## src/rtl/sidwf_pkg.sv

```systemverilog
// Shared types and constants of the stream ID write firewall.
// Used by the front, the back and the top level; depends on nothing.
package sidwf_pkg;

	localparam int TABLE_ENTRIES_D  = 128;
	localparam int STREAM_IDS_D     = 256;
	localparam int CLIENTS_PER_ID_D = 4;

	localparam logic [24:0] MAX_WINDOW = 25'h100_0000;

	localparam logic [1:0] REG_WINDOW_BASE    = 2'd0;
	localparam logic [1:0] REG_WINDOW_SIZE    = 2'd1;
	localparam logic [1:0] REG_CLIENTS_IN_USE = 2'd2;

	localparam logic [1:0] KIND_ACCESS = 2'd0;
	localparam logic [1:0] KIND_MAP    = 2'd1;
	localparam logic [1:0] KIND_LOAD   = 2'd2;
	localparam logic [1:0] KIND_UNUSED = 2'd3;

	localparam logic [2:0] ACT_NONE    = 3'd0;
	localparam logic [2:0] ACT_READ    = 3'd1;
	localparam logic [2:0] ACT_WRITE   = 3'd2;
	localparam logic [2:0] ACT_DROP    = 3'd3;
	localparam logic [2:0] ACT_DONE    = 3'd4;

	localparam logic [1:0] VIOL_NONE       = 2'd0;
	localparam logic [1:0] VIOL_UNASSIGNED = 2'd1;
	localparam logic [1:0] VIOL_STOLEN     = 2'd2;

	localparam logic [1:0] MAP_OK   = 2'd0;
	localparam logic [1:0] MAP_OOR  = 2'd1;
	localparam logic [1:0] MAP_FULL = 2'd2;

	typedef struct packed {
		logic [1:0]  kind;
		logic [47:0] address;
		logic        wr_access;
		logic [31:0] write_data;
		logic [7:0]  client_no;
		logic [15:0] stream_id;
		logic [6:0]  table_index;
		logic [23:0] override_offset;
		logic [23:0] security_offset;
	} in_item_t;

	typedef struct packed {
		logic [2:0]  action;
		logic [23:0] hw_offset;
		logic [31:0] hw_write_data;
		logic [1:0]  violation;
		logic [1:0]  map_status;
	} out_item_t;

	// classified item handed from front to back
	typedef struct packed {
		logic [1:0]  kind;
		logic        in_win;
		logic        wr;
		logic [23:0] off;
		logic [31:0] wdata;
		logic [7:0]  client;
		logic [15:0] sid;
		logic [6:0]  tidx;
		logic [23:0] ovr;
		logic [23:0] sec;
	} cmd_t;

	typedef enum logic [2:0] {
		ST_IDLE,
		ST_TAB,
		ST_CNT,
		ST_CNTL,
		ST_LST,
		ST_PUT
	} st_t;

endpackage

```

## src/rtl/sidwf_front.sv

```systemverilog
// Front end: takes items, checks the window and forms the offset.
// Depends on sidwf_pkg.
module sidwf_front (
	input  sidwf_pkg::in_item_t item,
	input  logic [47:0]         base,
	input  logic [24:0]         size,
	output sidwf_pkg::cmd_t     cmd
);
	import sidwf_pkg::*;

	logic [48:0] diff;
	logic [24:0] size_c;

	always_comb begin
		size_c = (size > MAX_WINDOW) ? MAX_WINDOW : size;
		diff   = {1'b0, item.address} - {1'b0, base};

		cmd.kind     = item.kind;
		cmd.in_win   = !diff[48] && (diff[47:0] < {23'd0, size_c});
		cmd.wr       = item.wr_access;
		cmd.off      = diff[23:0];
		cmd.wdata    = item.write_data;
		cmd.client   = item.client_no;
		cmd.sid      = item.stream_id;
		cmd.tidx     = item.table_index;
		cmd.ovr      = item.override_offset;
		cmd.sec      = item.security_offset;
	end

endmodule

```

## config.mk

```make
export PLATFORM = sky130hd
export DESIGN_NAME = sidwf_front
export DESIGN_NICKNAME = d
export VERILOG_FILES = /design/src/rtl/sidwf_pkg.sv /design/src/rtl/sidwf_front.sv
export SDC_FILE = /design/constraint.sdc
export NUM_CORES = 1
export LEC_CHECK = 0
export BUFFER_PORTS_ARGS = -buffer_cell sky130_fd_sc_hd__buf_2
export CAP_MARGIN = 40
export CORE_AREA = 3 3 143 145
export DETAILED_ROUTE_END_ITERATION = 8
export DIE_AREA = 0 0 146 148
export SLEW_MARGIN = 10
export SYNTH_ARGS = -nofsm -noshare
export SYNTH_HDL_FRONTEND = slang
export SYNTH_SLANG_ARGS = --single-unit
export TNS_END_PERCENT = 50
```

## constraint.sdc

```tcl
create_clock -name vclk -period 4.8
set_input_delay 0.48 -clock vclk [all_inputs]
set_output_delay 0.48 -clock vclk [all_outputs]
set_load 0.05 [all_outputs]
```

After elaboration in Yosys (flattened, before gate mapping):

Index checks and enable logic that the tools add are counted.

* memories: 0
* bits in latches: 0
* flip-flop bits (word level): 0
* word-level logic and storage cells: 6
* output and inout port bits: 139
* memory bits (read-only): 0
* RAM bits: 0

* div/mod/pow operators: 0
* reductions and logical operators: 2
* multiplexer cells: 1
* multipliers: 0
* equality and inequality tests: 0
* bitwise gates (word level): 0
* magnitude comparators: 2
* shift operators: 0
* add/subtract/negate cells: 1

Operators by type and width (count)
* 48-bit by 48-bit subtractor with 49-bit output: 1
* 48-bit by 25-bit < comparator with 1-bit output: 1
* 25-bit greater-than comparator, second input constant: 1
* 25-bit two-way mux: 1
* 1-bit logical AND: 1
* 1-bit logical NOT: 1

Logic depth before layout (Yosys ltp):

Gate-level depths: netlist of run 1.

* depth after elaboration: 4
* depth in mapped cells: 22
* mapped depth without buffers: 22

Least setup slack after synthesis of run 1:

No wires, ideal clock.

* path type: input to output
* start point: input port item[112] (netlist bit)
* end point: output port cmd[136] (netlist bit)
* slack: -573 ps
* data required time: 4320 ps
* arrival time: 4893 ps
* stages: 19
* cells stage by stage: inv_1 > ha_1 > inv_1 > fa_1 > a21o_1 > a221oi_2 > o221ai_1 > a21oi_2 > o21ai_0 > xor2_1 > ha_1 > nand2_1 > o21ai_0 > a21o_1 > a21oi_1 > o21ai_0 > a2111o_1 > nor4_1 > and4_1

RTL lines
* start: declaration: RTL line sidwf_front.sv:4 `input sidwf_pkg::in_item_t item,`
* end: declaration: RTL line sidwf_front.sv:7 `output sidwf_pkg::cmd_t cmd`

==> results of run 1 <==
==> final cells by class <==
| cell class | count | area share (%) |
|---|---|---|
| Multi-Input combinational cell | 513 | 65.5 |
| Timing Repair Buffer | 239 | 24.8 |
| Tap cell | 265 | 5.68 |
| Inverter | 63 | 4.09 |
==> kinds of logic (layout without fill, tap and decap cells) <==
family	count (synthesis)	count (layout)	share of synthesized area, %
buffers and inverters	200	302	25.2
AOI/OAI and AO/OA	199	199	27.9
and+or+nand+nor	207	207	21.3
xor gates and xnor gates	28	28	5.11
adders and majority gates	73	73	19.2
muxes	6	6	1.28
==> cells in the final DEF, fill, tap and decap left out, types with 4 or more instances in the layout <==
cell      netlist  final
a211oi_1        5      5
a21o_1         22     22
a21oi_1        66     61
a21oi_2         3      7
a31oi_1         7      7
and3_1          7      7
buf_2          13    144
buf_4         118     93
ha_1           72     69
inv_1          62     60
mux2i_1         5      5
nand2_1        73     72
nand2b_1        7      7
nand3_1        14     13
nand3b_1        6      6
nand4_1        22     22
nor2_1         36     35
nor2b_1         5      5
nor3_1          8      8
nor4_1         12      9
o211ai_1        7      7
o21ai_0        33     28
o21ai_1         2      5
o21ai_2         2      4
or3_1           4      4
or4_1           4      4
xnor2_1        13     11
xor2_1         15     10
xor2_2          0      4
==> how the worst max path moves through the flow <==
stage / end / slack (ns) / cells after the start
2_1_floorplan: cmd[136] / 0.00009 / 21
3_3_place_gp: cmd[136] / -0.49 / 24
3_5_place_dp: cmd[136] / -0.64 / 24
4_1_cts: cmd[136] / -0.23 / 24
5_1_grt: cmd[136] / -0.33 / 22
6_report: cmd[136] / -0.05 / 22
==> report_power, final <==
part           switching [mW]  total (mW)  internal [mW]
Combinational           0.627        1.04          0.415
Clock                       0           0              0
Sequential                  0           0              0
==> repair_timing <==
item | 4_1_cts | 5_1_grt
endpoints found under the setup margin | 1 | 1
pin swaps | 15 | 21
resized for setup | 19 | 16
buffers inserted | 3 | 6
gates cloned | 0 | 0
==> worst max-delay path, stage by stage <==
cell	delay, ns
buf_6	0.10
inv_4	0.04
ha_4	0.12
inv_2	0.04
fa_2	0.39
buf_4	0.15
a21o_1	0.21
a221oi_4	0.29
o221ai_2	0.17
a21oi_2	0.20
o21ai_2	0.11
xor2_4	0.20
ha_1	0.27
nand2_1	0.07
o21ai_0	0.09
a21o_1	0.18
a21oi_1	0.13
o21ai_1	0.08
a2111o_1	0.39
nor4_2	0.26
and4_4	0.27
buf_8	0.15
==> routing by layer <==
metal  track usage (%)  part of all wire, %
met5                 0                    0
met4              5.03                  3.5
met3              2.30                  6.9
met2              24.5                   46
met1              19.8                   44
==> impl_metrics.py, run 1 <==
metrics = {
    "outcome": {
        "run_status": "complete, but fails checks",
        "failing_checks": "negative setup slack",
    },
    "detailed_routing": {
        "postRouteAntennaNets": 0,
        "firstDrtPassIters": 5,
        "detailroute.via_count": 5300,
        "routedWlPerCell_um": 15.9,
        "vias_per_cell": 4.91,
        "detail_route.iter0.violations": 387,
        "post-route-drc-count": 0,
        "postRouteWirelength_um": 17100,
    },
    "synth": {
        "syn_area_per_cell_um2": 6.73,
        "post_synth_inst_count": 713,
        "netlist.area_leader.share_pct": 18.8,
        "netlist_area_um2": 4800,
        "seq_area_frac_synth_pct": 0,
        "post_synthesis_cell_type_with_the_largest_combined_area": "ha_1",
        "yosysWarnings": 0,
        "synth.area.top_cells": "ha_1 19%, buf_4 18%, a21oi_1 6.9%",
        "netlist-cell-type-count": 69,
        "syn-num-nets": 1021,
        "synth.most_common_cell": "buf_4",
        "synthTopCellsByCount": "118 x buf_4, 73 x nand2_1, 72 x ha_1, 66 x a21oi_1, 62 x inv_1",
    },
    "layout": {
        "final-seq-area_um2": 0,
        "count_of_clock_net_buffers_in_the_final_layout": 0,
        "multi_input_area_um2": 3820,
        "flops_and_latches": 0,
        "areaGrowthSynthToFinish_pct": 21.7,
        "fin_cells": 1080,
        "antenna_cells_inserted": 0,
        "post_route_cells_drive_above_1_share_pct": 35.7,
        "postLayoutCoreUtil_pct": 30.2,
        "fill_cells": 2167,
        "finalNetCount": 1125,
        "final_design_area_no_fill_um2": 5840,
    },
    "sta": {
        "rsz_0062_raised_after_global_routing": "true",
        "timing_worst_slew_pin_value_ns": 0.679,
        "final.setup.tns_ns": -0.0511,
        "post-route-min-period_ns": 4.85,
        "relSlewSlack_pct": 54.3,
        "holdWs_ns": 0.960,
        "max_slew_violations": 0,
        "maxClockFrequency_ghz": 0.206,
        "finalWorstSetupSlack_ns": -0.0511,
        "period_share_pct": 101,
        "final-setup-viol-count": 1,
        "report.final.hold_viol_count": 0,
    },
    "floorplan": {
        "die-area_um2": 21600,
        "chipHeight_um": 148,
        "top_level_ports": 374,
        "initial_utilization_pct": 24.8,
        "die_width_um": 146,
        "design.core.area_um2": 19300,
        "placement_rows": 51,
    },
    "place": {
        "pre_cts_slack_ns": -0.637,
        "io_buffers": 146,
        "dp.cells": 1071,
        "dpl.hpwl_um": 15100,
        "routabilityCongestion": 0.921,
        "place_area_um2": 5610,
    },
    "global_routing": {
        "grt_start_max_net_pins": 14,
        "grt_pass1_wl_um": 26900,
        "antenna_found_initial": 0,
        "globalRoute.totalOverflow": 0,
        "globalRouteTotalUtil_pct": 14.8,
        "number_of_global_route_vias_before_repair": 5261,
    },
    "critical_path": {
        "startpoint_type": "input port",
        "end_kind": "primary output",
        "worst_setup_path_startpoint": "item[112]",
        "required_ns": 4.32,
        "path_class": "in2out",
        "critical_path_peak_fanout": 2,
        "worstPathArrival_ns": 4.37,
    },
    "job": {
        "max_cap_violations": 0,
    },
    "power": {
        "irDropWorstVdd_mv": 0.101,
        "total_power_mw": 1.04,
        "pwr_density_cell_nw_per_um2": 178,
        "total_leakage_power_nw": 2.88,
    },
    "clocking": {
        "cts.hold.buffers_added": 0,
    },
    "worst_hold_path": {
        "hold_path_end": "cmd[106]",
        "hold-path-cell-count": 0,
        "hold_path.startpoint": "item[106]",
        "min_delay_path_class": "in2out",
    },
}
Power figures use the tool's default switching activity.
==> inputs of run 2 (changes only) <==
--- a/config.mk
+++ b/config.mk
@@ -10,6 +10,8 @@
 export CORE_AREA = 3 3 143 145
 export DETAILED_ROUTE_END_ITERATION = 8
 export DIE_AREA = 0 0 146 148
+export PLACE_DENSITY = 0.66
+export RECOVER_POWER = 25
 export SLEW_MARGIN = 10
 export SYNTH_ARGS = -nofsm -noshare
 export SYNTH_HDL_FRONTEND = slang
==> run 2 against run 1 <==
Compared with the run above:
- the flow still finishes with violations (negative setup slack)
- critical path depth rose by 2
- first-iteration DRC count fell by 15%
- flip-flop and latch count unchanged
- combinational power down 5%
- hold slack unchanged
- count of clock-buffer cells in the layout unchanged
- sequential share of layout area unchanged
- routed wire length decreased by 3.0%
- via count decreased by 2.0%
- setup slack worse by 0.037 ns
- die area did not move
- critical path type unchanged
- largest cell class unchanged
==> impl_metrics.py, run 2 (same netlist as run 1, synthesis figures left out) <==
metrics = {
    "outcome": {
        "run_status": "complete, but fails checks",
        "failing_checks": "negative setup slack",
    },
    "job": {
        "max_cap_violations": 0,
    },
    "critical_path": {
        "startpoint_type": "input port",
        "end_kind": "primary output",
        "path_class": "in2out",
        "critical_path_peak_fanout": 2,
        "worstPathArrival_ns": 4.41,
        "required_ns": 4.32,
    },
    "sta": {
        "period_share_pct": 102,
        "final-setup-viol-count": 1,
        "finalWorstSetupSlack_ns": -0.0882,
        "timing_worst_slew_pin_value_ns": 0.790,
        "maxClockFrequency_ghz": 0.205,
        "rsz_0062_raised_after_global_routing": "true",
        "max_slew_violations": 0,
        "post-route-min-period_ns": 4.89,
        "report.final.hold_viol_count": 0,
        "final.setup.tns_ns": -0.0882,
        "relSlewSlack_pct": 46.8,
    },
    "global_routing": {
        "globalRoute.totalOverflow": 0,
        "number_of_global_route_vias_before_repair": 5161,
        "grt_pass1_wl_um": 25800,
        "globalRouteTotalUtil_pct": 14.3,
        "grt_start_max_net_pins": 14,
        "antenna_found_initial": 2,
    },
    "layout": {
        "post_route_cells_drive_above_1_share_pct": 33.0,
        "flops_and_latches": 0,
        "most-common-layout-cells": "144 x buf_2, 73 x nand2_1, 70 x ha_1, 68 x buf_4, 62 x a21oi_1",
        "count_of_clock_net_buffers_in_the_final_layout": 0,
        "final_design_area_no_fill_um2": 5600,
        "finalNetCount": 1100,
        "areaGrowthSynthToFinish_pct": 16.7,
        "layout_commonest_cell": "buf_2",
        "fill_cells": 2132,
        "antenna_cells_inserted": 0,
        "postLayoutCoreUtil_pct": 29.0,
        "final-seq-area_um2": 0,
        "fin_cells": 1055,
    },
    "floorplan": {
        "die_width_um": 146,
        "placement_rows": 51,
        "die-area_um2": 21600,
        "top_level_ports": 374,
        "design.core.area_um2": 19300,
        "initial_utilization_pct": 24.8,
        "chipHeight_um": 148,
    },
    "power": {
        "irDropWorstVdd_mv": 0.102,
        "total_leakage_power_nw": 2.75,
        "pwr_density_cell_nw_per_um2": 177,
    },
    "detailed_routing": {
        "post-route-drc-count": 0,
        "vias_per_cell": 4.92,
        "postRouteAntennaNets": 0,
        "detailroute.via_count": 5192,
        "firstDrtPassIters": 5,
        "postRouteWirelength_um": 16600,
        "routedWlPerCell_um": 15.8,
        "detail_route.iter0.violations": 329,
    },
    "place": {
        "place_area_um2": 5480,
        "routabilityCongestion": 0.961,
        "dp.cells": 1052,
        "io_buffers": 146,
        "dpl.hpwl_um": 14700,
    },
    "clocking": {
        "cts.hold.buffers_added": 0,
    },
    "worst_hold_path": {
        "min_delay_path_class": "in2out",
    },
}
## run 2: area by class of cell
cell class         count  area [um^2]  share of cell area, %
well taps            265          332                   5.92
repair buffers       214         1260                   22.5
inverters             63          239                   4.27
multi-input cells    513         3770                   67.3
## run 2: critical path, stage by stage
cell	delay [ns]
buf_6	0.10
inv_4	0.04
ha_4	0.12
inv_2	0.04
fa_2	0.39
nand3_2	0.08
a21oi_2	0.07
o41ai_2	0.27
and2_4	0.22
a21oi_4	0.06
inv_2	0.07
o21ai_2	0.05
xor2_1	0.16
ha_2	0.19
a221oi_2	0.17
o2111ai_1	0.13
a211o_1	0.29
nor4_1	0.16
o2111ai_1	0.19
a2111oi_2	0.33
nand4_1	0.14
nor4_2	0.24
and4_4	0.27
buf_12	0.13
## run 2: through the flow
stage | setup WS [ns] | power, mW | hold slack, ns
after floorplan | 0.0000853 | 0.907 | 1.13
after global placement | -0.389 | 0.961 | 0.960
after detailed placement | -0.488 | 0.968 | 0.960
after CTS | -0.119 | 0.987 | 0.960
after global routing | -0.393 | 1.09 | 0.960
final | -0.0882 | 0.992 | 0.960
## run 2: path summary, 6_finish.rpt
check	cells past startpoint	start	endpoint
max	24	item[112]	cmd[136]
min	0	item[107]	cmd[107]
## run 2: power breakdown
part | internal [mW] | switching, mW | leakage [nW]
Sequential | 0 | 0 | 0
Clock | 0 | 0 | 0
Combinational | 0.382 | 0.610 | 2.75
Total | 0.382 | 0.610 | 2.75
## run 2: metal layers
layer	routed length (um)	GRT usage, %	vias up
met4	580	4.61	4
li1	-	-	2593
met3	1180	2.48	68
met2	7460	23.6	197
met1	7400	19.0	2330
met5	14	0	-
## run 2: repair_timing
action | in CTS | in global routing
pin swaps | 18 | 11
resized for setup | 19 | 5
buffers inserted | 1 | 2
setup endpoints to repair | 1 | 1
==> inputs of run 3 (changes only) <==
--- a/config.mk
+++ b/config.mk
@@ -12,6 +12,7 @@
 export DIE_AREA = 0 0 146 148
 export PLACE_DENSITY = 0.66
 export RECOVER_POWER = 25
+export REMOVE_ABC_BUFFERS = 1
 export SLEW_MARGIN = 10
 export SYNTH_ARGS = -nofsm -noshare
 export SYNTH_HDL_FRONTEND = slang
==> run 3 against run 2 <==
Compared with the run above:
- fmax is 0.79% lower
- non-clock buffer count grew 19
- first-iteration DRC count grew 27%
- die area did not move
- hold slack is essentially flat
- setup slack got worse by 0.039 ns
- critical endpoint unchanged
- total power increased by 6.2%
- largest power group unchanged
- critical path depth decreased by 4
- the flow still finishes with violations (negative setup slack)
- cell area increased by 2.0%
- core utilization increased by 0.58 points
- sequential share of layout area unchanged
==> impl_metrics.py, run 3 (same netlist as run 1, synthesis figures left out) <==
metrics = {
    "place": {
        "routabilityCongestion": 1.02,
        "io_buffers": 146,
        "dpl.hpwl_um": 33900,
        "pre_cts_slack_ns": -0.693,
        "place_area_um2": 5460,
    },
    "sta": {
        "holdWs_ns": 0.960,
        "period_share_pct": 103,
        "rsz_0062_raised_after_global_routing": "true",
        "maxClockFrequency_ghz": 0.203,
        "relSlewSlack_pct": 40.5,
        "final-setup-viol-count": 1,
        "timing_worst_slew_pin_value_ns": 0.869,
        "report.final.hold_viol_count": 0,
        "finalWorstSetupSlack_ns": -0.127,
        "max_slew_violations": 0,
        "post-route-min-period_ns": 4.93,
    },
    "detailed_routing": {
        "routedWlPerCell_um": 34.2,
        "post-route-drc-count": 0,
        "detailroute.via_count": 5778,
        "detail_route.iter0.violations": 417,
        "firstDrtPassIters": 8,
        "postRouteAntennaNets": 0,
        "postRouteWirelength_um": 36700,
        "vias_per_cell": 5.38,
    },
    "critical_path": {
        "worst_setup_path_startpoint": "base[3]",
        "crit_path_top_delay_cell": "a311oi_2",
        "cells_along_the_critical_path": "buf_2, inv_1, ha_2, buf_4, o211ai_1, a21oi_2, o2111ai_2, a311oi_2, a21oi_2, xnor2_2, ha_1, a21oi_1, o21ai_0, a21o_1, a21oi_1, o21ai_0, a2111o_1, nor4_1, and4_1, buf_6",
        "critPathCapture": "cmd[136]",
        "startpoint_type": "input port",
        "end_kind": "primary output",
        "path_class": "in2out",
        "worstPathArrival_ns": 4.45,
        "worst_path_largest_cell_delay_ns": 0.43,
        "critical_path_peak_fanout": 4,
        "required_ns": 4.32,
    },
    "outcome": {
        "run_status": "complete, but fails checks",
        "failing_checks": "negative setup slack",
    },
    "layout": {
        "most-common-layout-cells": "144 x buf_2, 87 x buf_4, 72 x nand2_1, 69 x ha_1, 59 x inv_1",
        "fill_cells": 2167,
        "antenna_cells_inserted": 0,
        "count_of_clock_net_buffers_in_the_final_layout": 0,
        "flops_and_latches": 0,
        "post_route_cells_drive_above_1_share_pct": 34.2,
        "finalNetCount": 1119,
        "areaGrowthSynthToFinish_pct": 19.1,
        "final_design_area_no_fill_um2": 5710,
        "layout_commonest_cell": "buf_2",
        "final-seq-area_um2": 0,
    },
    "power": {
        "pwr_density_cell_nw_per_um2": 184,
        "irDropWorstVdd_mv": 0.0880,
        "total_leakage_power_nw": 2.83,
    },
    "floorplan": {
        "die-area_um2": 21600,
        "design.core.area_um2": 19300,
        "placement_rows": 51,
        "chipHeight_um": 148,
        "die_width_um": 146,
        "initial_utilization_pct": 24.8,
        "top_level_ports": 374,
    },
    "worst_hold_path": {
        "min_delay_path_class": "in2out",
    },
    "clocking": {
        "cts.hold.buffers_added": 0,
    },
    "global_routing": {
        "globalRoute.totalOverflow": 0,
        "grt_pass1_wl_um": 47500,
        "globalRouteTotalUtil_pct": 32.0,
        "number_of_global_route_vias_before_repair": 5389,
        "grt_start_max_net_pins": 13,
        "antenna_found_initial": 3,
    },
    "job": {
        "max_cap_violations": 0,
    },
}
## run 3: changes by cell type in the layout (fill, tap and decap cells not counted), moves of 3 or more
| cell | change |
|---|---|
| xor2_1 | +5 |
| a21oi_2 | +3 |
| buf_4 | +19 |
| xor2_2 | -4 |
| a21oi_1 | -4 |
## run 3: routing by layer
metal  up-vias  part of all wire, %  track usage (%)
met1      2595                   26             24.9
met3        80                   23             33.1
met4        14                  6.2             15.1
li1       2641                    -                -
met2       448                   44             50.8
met5         -                  1.0             10.9
## run 3: worst min path at each step
stage / from / endpoint / slack (ns) / cells after the start
after floorplan: item[0] / cmd[0] / 0.96 / 0
final: item[19] / cmd[19] / 0.96 / 0
after detailed placement: item[106] / cmd[106] / 0.96 / 0
after global placement: item[106] / cmd[106] / 0.96 / 0
after CTS: item[106] / cmd[106] / 0.96 / 0
after global routing: item[19] / cmd[19] / 0.96 / 0
## run 3: where the power goes
part	leakage [nW]	total [mW]	internal, mW	switching [mW]
Combinational	2.83	1.05	0.406	0.648
Clock	0	0	0	0
Sequential	0	0	0	0
Total	2.83	1.05	0.406	0.648
## run 3: repair_timing
item	CTS	global route
setup buffers	3	7
pin swaps	15	24
hold endpoints to repair	0	0
endpoints found under the setup margin	1	1
resized for setup	22	18
## run 3: stage by stage
step | utilization [%] | TNS, ns | power, mW | instances
after floorplan | - | -0.573 | 0.627 | 576
after global placement | 28.3 | -0.514 | 0.982 | 1064
after detailed placement | 28.3 | -0.693 | 0.986 | 1064
after CTS | 28.8 | -0.329 | 1.00 | 1067
after global routing | 29.5 | -0.329 | 1.14 | 1074
final | 29.5 | -0.127 | 1.05 | 1074
## run 3: layout make-up
type                       count  area [um^2]  share of cell area, %
inverter                      63          239                   4.18
tap                          265          332                   5.80
multi-input combinational    513         3750                   65.6
timing repair buffer         233         1400                   24.4
## run 3: worst max-delay path: cells and delay by family
family / cells / cell delay (ns)
buf+inv: 4 / 0.43
fa+ha+maj: 2 / 0.66
simple gates: 2 / 0.45
xor+xnor: 1 / 0.25
compound gates: 11 / 2.17
