==> config.mk <==
export PLATFORM = sky130hd
export DESIGN_NAME = sidwf_fifo
export DESIGN_NICKNAME = d
export VERILOG_FILES = /design/src/rtl/sidwf_fifo.sv
export SDC_FILE = /design/constraint.sdc
export NUM_CORES = 1
export LEC_CHECK = 0
export ABC_AREA = 1
export BUFFER_PORTS_ARGS = -buffer_cell sky130_fd_sc_hd__buf_4
export CAP_MARGIN = 0
export CORE_MARGIN = 2
export CORE_UTILIZATION = 50
export CTS_CLUSTER_SIZE = 30
export DETAILED_ROUTE_END_ITERATION = 6
export PLACE_DENSITY = 0.76
export RECOVER_POWER = 100
export SYNTH_ARGS = -nofsm -noshare
export SYNTH_HDL_FRONTEND = slang
export SYNTH_SLANG_ARGS = --single-unit
==> constraint.sdc <==
create_clock -name clk -period 3.09 [get_ports clk]
set_input_delay 0.4635 -clock clk [delete_from_list [all_inputs] [get_ports clk]]
set_output_delay 0.4635 -clock clk [all_outputs]
set_load 0.005 [all_outputs]
==> src/rtl/sidwf_fifo.sv <==
// Small register queue used between front and back and on the result side.
// Depends on nothing.
module sidwf_fifo #(
	parameter int W     = 8,
	parameter int DEPTH = 2
) (
	input  logic         clk,
	input  logic         arst_n,
	input  logic         push,
	input  logic [W-1:0] din,
	output logic         full,
	input  logic         pop,
	output logic [W-1:0] dout,
	output logic         empty
);
	localparam int AW = (DEPTH > 1) ? $clog2(DEPTH) : 1;
	localparam int CW = $clog2(DEPTH + 1);

	logic [W-1:0]  mem_q [DEPTH];
	logic [AW-1:0] wr_q, rd_q;
	logic [CW-1:0] cnt_q;
	logic          do_push, do_pop;

	assign full    = (cnt_q == CW'(DEPTH));
	assign empty   = (cnt_q == '0);
	assign do_push = push && !full;
	assign do_pop  = pop && !empty;
	assign dout    = mem_q[rd_q];

	always_ff @(posedge clk) begin
		if (do_push) begin
			mem_q[wr_q] <= din;
		end
	end

	always_ff @(posedge clk or negedge arst_n) begin
		if (!arst_n) begin
			wr_q  <= '0;
			rd_q  <= '0;
			cnt_q <= '0;
		end else begin
			if (do_push) begin
				wr_q <= (wr_q == AW'(DEPTH - 1)) ? '0 : wr_q + 1'b1;
			end
			if (do_pop) begin
				rd_q <= (rd_q == AW'(DEPTH - 1)) ? '0 : rd_q + 1'b1;
			end
			cnt_q <= cnt_q + CW'(do_push) - CW'(do_pop);
		end
	end

endmodule

After elaboration in Yosys (flattened, before gate mapping)
Memory sizes are Yosys's and may differ from the RTL's.
Index checks and enable logic that the tools add are counted.

storage, ports and cells
  register bits = 4
  RAM bits = 16
  word-level logic and storage cells = 18
  memories = 1

memory list
  memory  depth  width  rd ports  clocked after memory_dff  wr ports  line  source
  mem_q   2      8      1         0                         1         19    logic [W-1:0] mem_q [DEPTH];

operators by class
  add/sub/neg operators = 4
  equal/unequal tests = 1
  muxes and demuxes = 4
  reductions and logical operators = 5

operators by type and width
  cell                                        count
  2-to-1 mux 1 bit                            4
  adder 1 bit, second input constant          2
  adder 2 x 1 -> 2 bit                        1
  equality test 2 bit, second input constant  1
  logical AND 1 bit                           2
  zero test 1 bit                             2
  zero test 2 bit                             1
  subtractor 2 x 1 -> 2 bit                   1

Longest topological paths before layout
Gate-level depths: netlist of run 1.

  depth in word-level cells = 5
  gate-level depth with buffers = 10

Worst setup path before layout of run 1
OpenSTA, ideal clock, no wires.

  kind = reg2reg
  start = reg cnt_q[1]
  end = reg cnt_q[1]
  setup time = 0.116 ns
  arrival = 1.187 ns
  data required time = 2.974 ns
  path slack = 1.786 ns
  stages on the path, launching flop included = 11
  buffers on the path = 0
  period minus slack after synthesis = 1.304 ns
  cells stage by stage = dfrtp_1 > inv_1 > nand2_2 > nand2_1 > inv_1 > ha_1 > inv_1 > ha_1 > inv_1 > nand2_1 > nand2_1

on the way
  elaborated cells on any way between the ends = 8

RTL lines
  what                       line  source
  start, declared            21    logic [CW-1:0] cnt_q;
  start signal, assigned     48    cnt_q <= cnt_q + CW'(do_push) - CW'(do_pop);
  zero test 2 bit            25    assign empty = (cnt_q == '0);
  zero test 1 bit            27    assign do_pop = pop && !empty;
  logical AND 1 bit          27
  net do_pop                 22    logic do_push, do_pop;
  subtractor 2 x 1 -> 2 bit  48

The timed path passes the listed nets, and every way through them passes these cells.
A chain may end at the register's enable or synchronous reset.

Worst setup path after layout of run 1
  start = reg rd_q
  end = out dout[1]

on the way
  word-level cells in the longest chain between the ends = 1

ends and longest elaborated chain
  what                     line  source
  start, declared          20    logic [AW-1:0] wr_q, rd_q;
  start signal, assigned   46    rd_q <= (rd_q == AW'(DEPTH - 1)) ? '0 : rd_q + 1'b1;
  memory read (2 x 8 bit)  n/a
  end, declared            13    output logic [W-1:0] dout,

No other way between the ends.

==> impl_metrics.env, run 1 <==
export IMPL_outcome="complete, no violations"
export IMPL_period_share_pct=65.8
export IMPL_fin_skew_ns=0.00112
export IMPL_max_slew_margin_rel_pct=54.4
export IMPL_cp_start_kind="register"
export IMPL_total_power_uw=856
export IMPL_final_area_sq_um=1000
export IMPL_async_reset_ff_share_pct=20.0
export IMPL_power_frac_seq_pct=48.8
export IMPL_cts_root_buf="clkbuf_4"
export IMPL_cts_max_level=1
export IMPL_grt_usage_pct=16.4
export IMPL_yosys_warnings=0
export IMPL_drc_errors=0
export IMPL_synth_edf_count=16
export IMPL_die_h_um=44.6
export IMPL_setup_ws_ns=1.06
export IMPL_ant_nets=0
export IMPL_viasPerCell=4.72
export IMPL_cts_path_max_buffers=2
export IMPL_worst_pin_slew_ns=0.681
export IMPL_netlist_area_leader_share_pct=58.4
export IMPL_cap_violations=0
export IMPL_coreArea_sq_um=1520
export IMPL_cp_buffers_inverters=2
export IMPL_power_density_nw_per_um2=852
export IMPL_cp_data_required_time_ns=2.63
export IMPL_p_sw_uw=291
export IMPL_synth_cell_types=11
export IMPL_grt_pass1_vias=544
export IMPL_r2r_setup_slack_ns=1.55
export IMPL_syn_to_final_growth_pct=22.0
export IMPL_worstSkewPairLatency_ns=0.29
export IMPL_finalSetupTns_ns=0
export IMPL_fin_hold_ws_ns=0.374
export IMPL_peakVddDrop_mv=0.592
export IMPL_critPathLaunch="rd_q"
export IMPL_intPower_uw=565
export IMPL_rows=14
export IMPL_power_frac_clock_pct=14.0
export IMPL_globalplace_congestion=0.807
export IMPL_cts_setup_buffers=0
export IMPL_slew_viol_final=0
export IMPL_wirelength_um=1390
export IMPL_cts_sinks=20
export IMPL_synth_seq_cells=20
export IMPL_drt_iter0_drc=8
export IMPL_end_kind="primary output"
export IMPL_cts_tree="built"
export IMPL_synth_top_cell_by_area="edfxtp_1"
export IMPL_synth_most_common_cell="nand2_1"
export IMPL_grt_max_degree=12
export IMPL_die_x_um=44.6
export IMPL_clk_pin_slew_ns=0.10
export IMPL_antenna_cells=0
export IMPL_cp_depth=4
export IMPL_p_leak_nw=0.489
export IMPL_synth_area_sq_um=823
export IMPL_dp_cells=111
export IMPL_die_area_sq_um=1990
export IMPL_seq_area_frac_synth_pct=70.5
export IMPL_hold_class="input pin to register"
export IMPL_place_area_sq_um=990
export IMPL_rsz0062_at_grt="false"
export IMPL_grt_overflow=0
export IMPL_synthFlopType="edfxtp_1"
export IMPL_drtPass1Iterations=4
export IMPL_worstPathArrival_ns=1.57
export IMPL_slowest_delay_ns=0.54
export IMPL_crit_slowest_cell="dfrtp_1"
export IMPL_cts_made_buffers=3
export IMPL_fmax_mhz=492
export IMPL_routedWlPerCell_um=12.0
export IMPL_pwr_share_comb_pct=37.2
export IMPL_io_buffers=21
export IMPL_r2r_end="mem_q[1][4]"
export IMPL_final_cells=116
export IMPL_fin_util_pct=65.9
export IMPL_io_pins=22
export IMPL_timing_rr_start="cnt_q[1]"
export IMPL_nNetsFinal=115
export IMPL_start_util_pct=54.0
export IMPL_syn_avg_cell_area_sq_um=11.0
export IMPL_period_minus_slack_ns=2.03
export IMPL_via_count=548
export IMPL_netlist_top_cells_area="edfxtp_1, nand2_1, dfrtp_1, inv_1, ha_1"
export IMPL_reg2regPathDepth=3
export IMPL_antenna_found_initial=0
export IMPL_cp_cell_sequence="clkinvlp_2, nand2_1, nand2_1, clkbuf_4"
export IMPL_crit_path_frequent_cell="nand2_1"
export IMPL_netlist_top_cells_count="nand2_1, edfxtp_1, inv_1, dfrtp_1, nand3_1"
export IMPL_synth_nets=89
export IMPL_sw_frac_of_total_pct=34.0
export IMPL_critPathMaxFanout=10
export IMPL_path_class="register to primary output"
export IMPL_fillerInstances=121
export IMPL_cp_endpoint="dout[1]"
export IMPL_critical_path_top_delay_family="flip-flops"
export IMPL_drive_gt1_share_pct=21.0
export IMPL_synth_cells=75
export IMPL_setup_violations=0
export IMPL_dp_slack_ns=1.54
export IMPL_finalHoldViolCount=0
export IMPL_grt_pass1_wl_um=2260
export IMPL_hpwl_um=1050
-- worst reg2reg max path, stage by stage, from the launching register on --
cell,delay (ns)
dfrtp_1,0.42
nand2_1,0.12
nand2_1,0.11
nor2_1,0.54
-- what timing repair did --
action,4_1_cts,5_1_grt
hold endpoints to repair,4,0
hold buffers,1,0
resized for setup,0,0
-- sequential cells by signal, indices dropped and copies added, names as in the netlist --
name   flops
mem_q     16
cnt_q      2
rd_q       1
wr_q       1
-- cell families (layout without fill, tap and decap cells) --
kind of cell	after synthesis	count (layout)	synth area share [%]
adders and majority gates	2	2	3.04
and+or+nand+nor	41	41	19.8
DFF	20	20	70.5
buffers and inverters	12	37	6.69
-- worst min-delay path by stage --
stage	start	end	slack [ns]	cells after the start
2_1_floorplan	arst_n	cnt_q[0]	0.17	0
3_3_place_gp	arst_n	cnt_q[0]	0.26	1
3_5_place_dp	arst_n	cnt_q[1]	0.27	1
4_1_cts	din[2]	mem_q[0][2]	0.34	1
5_1_grt	din[1]	mem_q[0][1]	0.36	1
6_report	din[2]	mem_q[0][2]	0.37	1
-- routing by layer --
metal | up-vias | share of wire (%) | global-route usage [%]
met5 | - | 0 | 0
li1 | 288 | - | -
met2 | 16 | 50 | 30.1
met3 | 2 | 5.5 | 4.08
met1 | 242 | 43 | 18.3
met4 | 0 | 0.58 | 5.45
-- placed cells by master (no fill, tap or decap) --
cell            n
nand2_1        37
clkbuf_4       18
edfxtp_1       16
inv_1          10
dfrtp_1         4
clkbuf_1        4
nand3_1         3
ha_1            2
buf_4           2
clkinvlp_2      1
nor2_1          1
clkinv_1        1
dlygate4sd3_1   1
-- power by group through the flow --
stage | combinational (mW) | clock [mW] | sequential [mW]
after detailed placement | 0.345 | 0 | 0.426
after CTS | 0.345 | 0.125 | 0.421
after global routing | 0.374 | 0.134 | 0.428
final | 0.319 | 0.119 | 0.418
after floorplan | 0.216 | 0 | 0.401
after global placement | 0.327 | 0 | 0.422
-- cell type report --
| type | instances | area [sq um] | area share, % |
|---|---|---|---|
| sequential | 20 | 581 | 57.8 |
| timing repair buffer | 22 | 153 | 15.2 |
| clock inverter | 1 | 3.75 | 0.374 |
| clock buffer | 3 | 22.5 | 2.24 |
| inverter | 11 | 42.5 | 4.23 |
| multi-input combinational | 43 | 183 | 18.2 |
| tap | 16 | 20.0 | 1.99 |
(Power assumes the default switching activity.)
==> inputs of run 2 (changes only) <==
CORE_UTILIZATION = 49   (was 50)
PLACE_DENSITY = 0.75   (was 0.76)
clock period = 1.9 ns   (was 3.09 ns; I/O delays follow)
==> run 2 against run 1 <==
Effect of this change: largest cell class unchanged; register-to-register slack lost 1.1 ns; cell area grew 4.2%; sequential share of layout area shrank 2.3 points; clock skew grew 0.0070 ns; hold slack lost 0.18 ns; routed wire length shrank 5.5%.
==> impl_metrics.env, run 2 (same netlist as run 1, synthesis figures left out) <==
export IMPL_outcome="complete, no violations"
export IMPL_slew_viol_final=0
export IMPL_finalSetupTns_ns=0
export IMPL_viasPerCell=4.79
export IMPL_reg2regPathDepth=10
export IMPL_nNetsFinal=116
export IMPL_min_from="din[6]"
export IMPL_rsz0062_at_grt="false"
export IMPL_max_slew_margin_rel_pct=70.0
export IMPL_p_leak_nw=0.516
export IMPL_r2r_end="cnt_q[1]"
export IMPL_largest_reg_flops=16
export IMPL_fillerInstances=128
export IMPL_globalplace_congestion=0.788
export IMPL_hold_buffers=1
export IMPL_period_minus_slack_ns=1.55
export IMPL_timing_rr_start="cnt_q[1]"
export IMPL_fin_skew_ns=0.00815
export IMPL_grt_pass1_wl_um=2060
export IMPL_hold_depth=1
export IMPL_coreArea_sq_um=1540
export IMPL_grt_overflow=0
export IMPL_period_share_pct=81.3
export IMPL_routedWlPerCell_um=11.2
export IMPL_die_x_um=45.0
export IMPL_die_area_sq_um=2020
export IMPL_drive_gt1_share_pct=25.7
export IMPL_cts_root_buf="clkbuf_4"
export IMPL_cts_setup_buffers=0
export IMPL_io_pins=22
export IMPL_via_count=560
export IMPL_layout_common_cells="nand2_1, clkbuf_4, edfxtp_1"
export IMPL_cap_violations=0
export IMPL_worstSkewPairLatency_ns=0.29
export IMPL_drc_errors=0
export IMPL_reg_top3="mem_q: 16 flops, cnt_q: 2 flops"
export IMPL_final_common_cell="nand2_1"
export IMPL_finalHoldViolCount=0
export IMPL_io_buffers=21
export IMPL_drt_iter0_drc=9
export IMPL_cp_data_required_time_ns=1.62
export IMPL_cts_sinks=20
export IMPL_worst_pin_slew_ns=0.450
export IMPL_cts_max_level=1
export IMPL_antenna_found_initial=0
export IMPL_hpwl_um=1000
export IMPL_power_density_nw_per_um2=1480
export IMPL_fmax_mhz=647
export IMPL_fin_hold_ws_ns=0.192
export IMPL_antenna_cells=0
export IMPL_wirelength_um=1310
export IMPL_worstPathArrival_ns=1.26
export IMPL_largest_register="mem_q"
export IMPL_drtPass1Iterations=4
export IMPL_cts_path_max_buffers=2
export IMPL_path_class="register to primary output"
export IMPL_start_util_pct=53.4
export IMPL_cts_tree="built"
export IMPL_clk_pin_slew_ns=0.11
export IMPL_grt_max_degree=13
export IMPL_r2r_setup_slack_ns=0.45
export IMPL_syn_to_final_growth_pct=27.2
export IMPL_peakVddDrop_mv=0.789
export IMPL_min_to="mem_q[0][6]"
export IMPL_ant_nets=0
export IMPL_cts_made_buffers=3
export IMPL_rows=14
export IMPL_grt_usage_pct=14.5
export IMPL_grt_pass1_vias=505
export IMPL_hold_class="input pin to register"
export IMPL_end_kind="primary output"
export IMPL_cp_start_kind="register"
export IMPL_critPathMaxFanout=10
export IMPL_cts_resized=0
export IMPL_setup_violations=0
export IMPL_die_h_um=45.0
## run 2: area by class of cell
cell class,count,area (sq um),share of cell area [%]
Multi-Input combinational cell,43,183,17.4
Clock inverter,1,30.0,2.87
Timing Repair Buffer,23,168,16.0
Clock buffer,3,22.5,2.15
Sequential cell,20,581,55.4
Tap cell,16,20.0,1.91
Inverter,11,43.8,4.18
## run 2: how the worst max path moves through the flow
stage	slack, ns	cells after the start	end	start
2_1_floorplan	0.60	10	cnt_q[1]	cnt_q[1]
3_3_place_gp	0.54	10	cnt_q[1]	cnt_q[1]
3_5_place_dp	0.50	10	cnt_q[1]	cnt_q[1]
4_1_cts	0.33	4	dout[3]	rd_q
5_1_grt	0.26	4	dout[3]	rd_q
6_report	0.35	4	dout[3]	rd_q
## run 2: worst max-delay path, stage by stage, from the launching register on
cell      delay, ns
dfrtp_1        0.59
inv_4          0.11
nand2_1        0.08
nand2_1        0.06
clkbuf_4       0.13
## run 2: routing by layer
metal / track usage, % / share of wire [%]
met4: 3.53 / 0
met2: 24.9 / 48
met1: 18.3 / 44
met3: 4.00 / 7.3
met5: 0 / 0
## run 2: through the flow
| step | instances | utilization, % | setup slack [ns] | power, mW | instance area [sq um] |
|---|---|---|---|---|---|
| 2_1_floorplan | 75 | - | 0.596 | 1.00 | 823 |
| 3_3_place_gp | 112 | 64.7 | 0.540 | 1.23 | 997 |
| 3_5_place_dp | 112 | 64.7 | 0.498 | 1.26 | 997 |
| 4_1_cts | 117 | 68.8 | 0.331 | 1.60 | 1060 |
| 5_1_grt | 117 | 67.9 | 0.256 | 1.66 | 1050 |
| 6_report | 117 | 67.9 | 0.355 | 1.55 | 1050 |
## run 2: power by group
part | switching, mW | internal [mW]
Combinational | 0.287 | 0.241
Clock | 0.122 | 0.213
Sequential | 0.0741 | 0.609
Total | 0.483 | 1.06
==> inputs of run 3 (changes only) <==
ABC_AREA = 0   (was 1)
CORE_UTILIZATION = 44   (was 49)
PLACE_DENSITY = 0.72   (was 0.75)
clock period = 1.4 ns   (was 1.9 ns; I/O delays follow)
==> run 3 against run 2 <==
Effect of this change: largest cell class unchanged; the run now ends with setup timing left; routed wire length shrank 6.3%; cell area grew 7.3%; largest power group is now combinational cells; sequential share of layout area shrank 3.7 points.
==> impl_metrics.env, run 3 <==
export IMPL_outcome="complete, but fails checks"
export IMPL_violations="setup timing"
export IMPL_slew_viol_final=0
export IMPL_grt_overflow=0
export IMPL_coreArea_sq_um=1710
export IMPL_end_kind="primary output"
export IMPL_p_sw_uw=614
export IMPL_rows=15
export IMPL_synthFlopType="edfxtp_1"
export IMPL_die_h_um=46.2
export IMPL_wirelength_um=1230
export IMPL_cp_buffers_inverters=2
export IMPL_globalplace_congestion=0.635
export IMPL_place_area_sq_um=1010
export IMPL_viasPerCell=4.50
export IMPL_power_density_nw_per_um2=1960
export IMPL_start_util_pct=45.9
export IMPL_cts_path_max_buffers=2
export IMPL_yosys_warnings=0
export IMPL_slowest_delay_ns=0.43
export IMPL_synth_seq_cells=20
export IMPL_io_buffers=21
export IMPL_worstSkewPairLatency_ns=0.29
export IMPL_reg_top3="mem_q: 16 flops, cnt_q: 2 flops"
export IMPL_synth_edf_count=16
export IMPL_min_from="din[6]"
export IMPL_synth_most_common_cell="edfxtp_1"
export IMPL_io_pins=22
export IMPL_cts_max_level=1
export IMPL_grt_usage_pct=12.7
export IMPL_critPathLaunch="rd_q"
export IMPL_cp_start_kind="register"
export IMPL_drc_errors=0
export IMPL_critPathMaxFanout=5
export IMPL_routedWlPerCell_um=12.0
export IMPL_layout_common_cells="edfxtp_1, clkbuf_4, buf_4"
export IMPL_crit_slowest_cell="dfrtp_2"
export IMPL_timing_rr_start="cnt_q[0]"
export IMPL_via_count=464
export IMPL_p_leak_nw=0.473
export IMPL_drtPass1Iterations=2
export IMPL_syn_avg_cell_area_sq_um=18.2
export IMPL_sw_frac_of_total_pct=27.9
export IMPL_drt_iter0_drc=5
export IMPL_path_class="register to primary output"
export IMPL_antenna_cells=0
export IMPL_drive_gt1_share_pct=59.0
export IMPL_final_area_sq_um=1120
export IMPL_cp_data_required_time_ns=1.19
export IMPL_setup_ws_ns=-0.0899
export IMPL_finalHoldViolCount=0
export IMPL_hold_class="input pin to register"
export IMPL_largest_register="mem_q"
export IMPL_netlist_top_cells_count="edfxtp_1, mux2_2, dfrtp_1, xnor2_1"
export IMPL_ant_nets=0
export IMPL_nNetsFinal=93
export IMPL_cts_sinks=20
export IMPL_cts_tree="built"
export IMPL_antenna_found_initial=0
export IMPL_period_share_pct=106
export IMPL_cp_cell_sequence="buf_6, mux2_4, buf_6"
export IMPL_final_common_cell="edfxtp_1"
export IMPL_netlist_top_cells_area="edfxtp_1, dfrtp_1, mux2_2, xnor2_1, ha_1"
export IMPL_intPower_mw=1.59
export IMPL_worst_pin_slew_ns=0.234
export IMPL_async_reset_ff_share_pct=20.0
export IMPL_grt_pass1_vias=457
export IMPL_synth_area_sq_um=785
export IMPL_clk_pin_slew_ns=0.11
export IMPL_worstPathArrival_ns=1.28
export IMPL_largest_reg_flops=16
export IMPL_seq_area_frac_synth_pct=74.0
export IMPL_setup_violations=9
export IMPL_fin_skew_ns=0.00746
export IMPL_cts_root_buf="clkbuf_4"
export IMPL_grt_max_degree=12
export IMPL_crit_path_frequent_cell="buf_6"
export IMPL_period_minus_slack_ns=1.49
export IMPL_synth_nets=57
export IMPL_synth_cell_types=14
export IMPL_synth_cells=43
export IMPL_cts_made_buffers=3
export IMPL_finalSetupTns_ns=-0.661
export IMPL_peakVddDrop_mv=1.05
export IMPL_power_frac_clock_pct=11.9
export IMPL_rsz0062_at_grt="true"
export IMPL_fmax_mhz=671
export IMPL_netlist_area_leader_share_pct=61.2
export IMPL_die_x_um=46.2
export IMPL_synth_top_cell_by_area="edfxtp_1"
export IMPL_power_frac_seq_pct=41.3
export IMPL_critical_path_top_delay_family="flip-flops"
export IMPL_syn_to_final_growth_pct=43.2
export IMPL_cap_violations=0
export IMPL_grt_pass1_wl_um=1780
export IMPL_hpwl_um=832
export IMPL_die_area_sq_um=2140
export IMPL_pwr_share_comb_pct=46.9
export IMPL_max_slew_margin_rel_pct=84.4
## run 3: cell types whose count changed in the layout (fill, tap and decap cells not counted), moves of 2 or more
cell	previous run	this run
buf_4	3	10
buf_6	0	8
clkbuf_4	20	12
inv_1	9	2
mux2_2	0	3
mux2_4	0	5
nand2_1	37	0
nand3_1	3	0
xnor2_1	0	2
## run 3: cell families after synthesis
family                     count (synthesis)  share of synthesized area [%]
buffers and inverters                      3                           2.39
and+or+nand+nor                            6                           4.47
adders and majority gates                  2                           3.19
muxes                                      8                           11.5
xor gates and xnor gates                   4                           4.47
DFF                                       20                           74.0
## run 3: layout make-up
type                            count  area [sq um]
Multi-Input combinational cell     20           218
Tap cell                           25          31.3
Inverter                            2          7.51
Sequential cell                    20           582
Clock inverter                      1          3.75
Timing Repair Buffer               32           259
Clock buffer                        3          22.5
Fill cell                         124           584
## run 3: power groups by stage
stage | Sequential, mW | Combinational (mW) | Clock, mW
CTS | 0.902 | 0.966 | 0.269
global route | 0.923 | 1.11 | 0.297
floorplan | 0.898 | 0.447 | 0
finish | 0.909 | 1.03 | 0.261
global placement | 0.952 | 0.732 | 0
detailed placement | 0.961 | 0.757 | 0
## run 3: path summary, 6_finish.rpt
| check | endpoint | slack [ns] | cells past startpoint |
|---|---|---|---|
| max in group asynchronous | rd_q | 0.93 | 2 |
| hold / removal | mem_q[0][6] | 0.12 | 1 |
| setup / recovery | dout[7] | -0.09 | 3 |
| setup reg to reg | cnt_q[1] | -0.07 | 7 |
| hold reg to reg | wr_q | 0.51 | 1 |
| min in group asynchronous | cnt_q[0] | 0.27 | 2 |
## run 3: metal layers
| metal | vias up | global-route usage, % | wire length (um) |
|---|---|---|---|
| met5 | - | 0 | 0 |
| li1 | 226 | - | - |
| met2 | 11 | 20.0 | 623 |
| met1 | 225 | 14.2 | 551 |
| met4 | 0 | 8.57 | 9 |
| met3 | 2 | 4.71 | 46 |
## run 3: through the flow
step	worst slack [ns]	total power, mW	hold slack (ns)	util, %	std cells
5_1_grt	-0.159	2.33	0.0975	65.8	103
3_5_place_dp	-0.121	1.72	0.0105	59.1	94
4_1_cts	-0.0901	2.14	0.0915	64.3	103
6_report	-0.0899	2.20	0.122	65.8	103
2_1_floorplan	-0.0265	1.35	-0.0856	-	43
3_3_place_gp	-0.0306	1.68	0.0107	59.1	94
## run 3: repair_timing
action,CTS,global route
hold buffers,1,0
buffers inserted,4,1
pin swaps,1,3
resized for setup,7,11
gates cloned,0,0
endpoints found under the setup margin,9,19
endpoints found under the hold margin,4,0
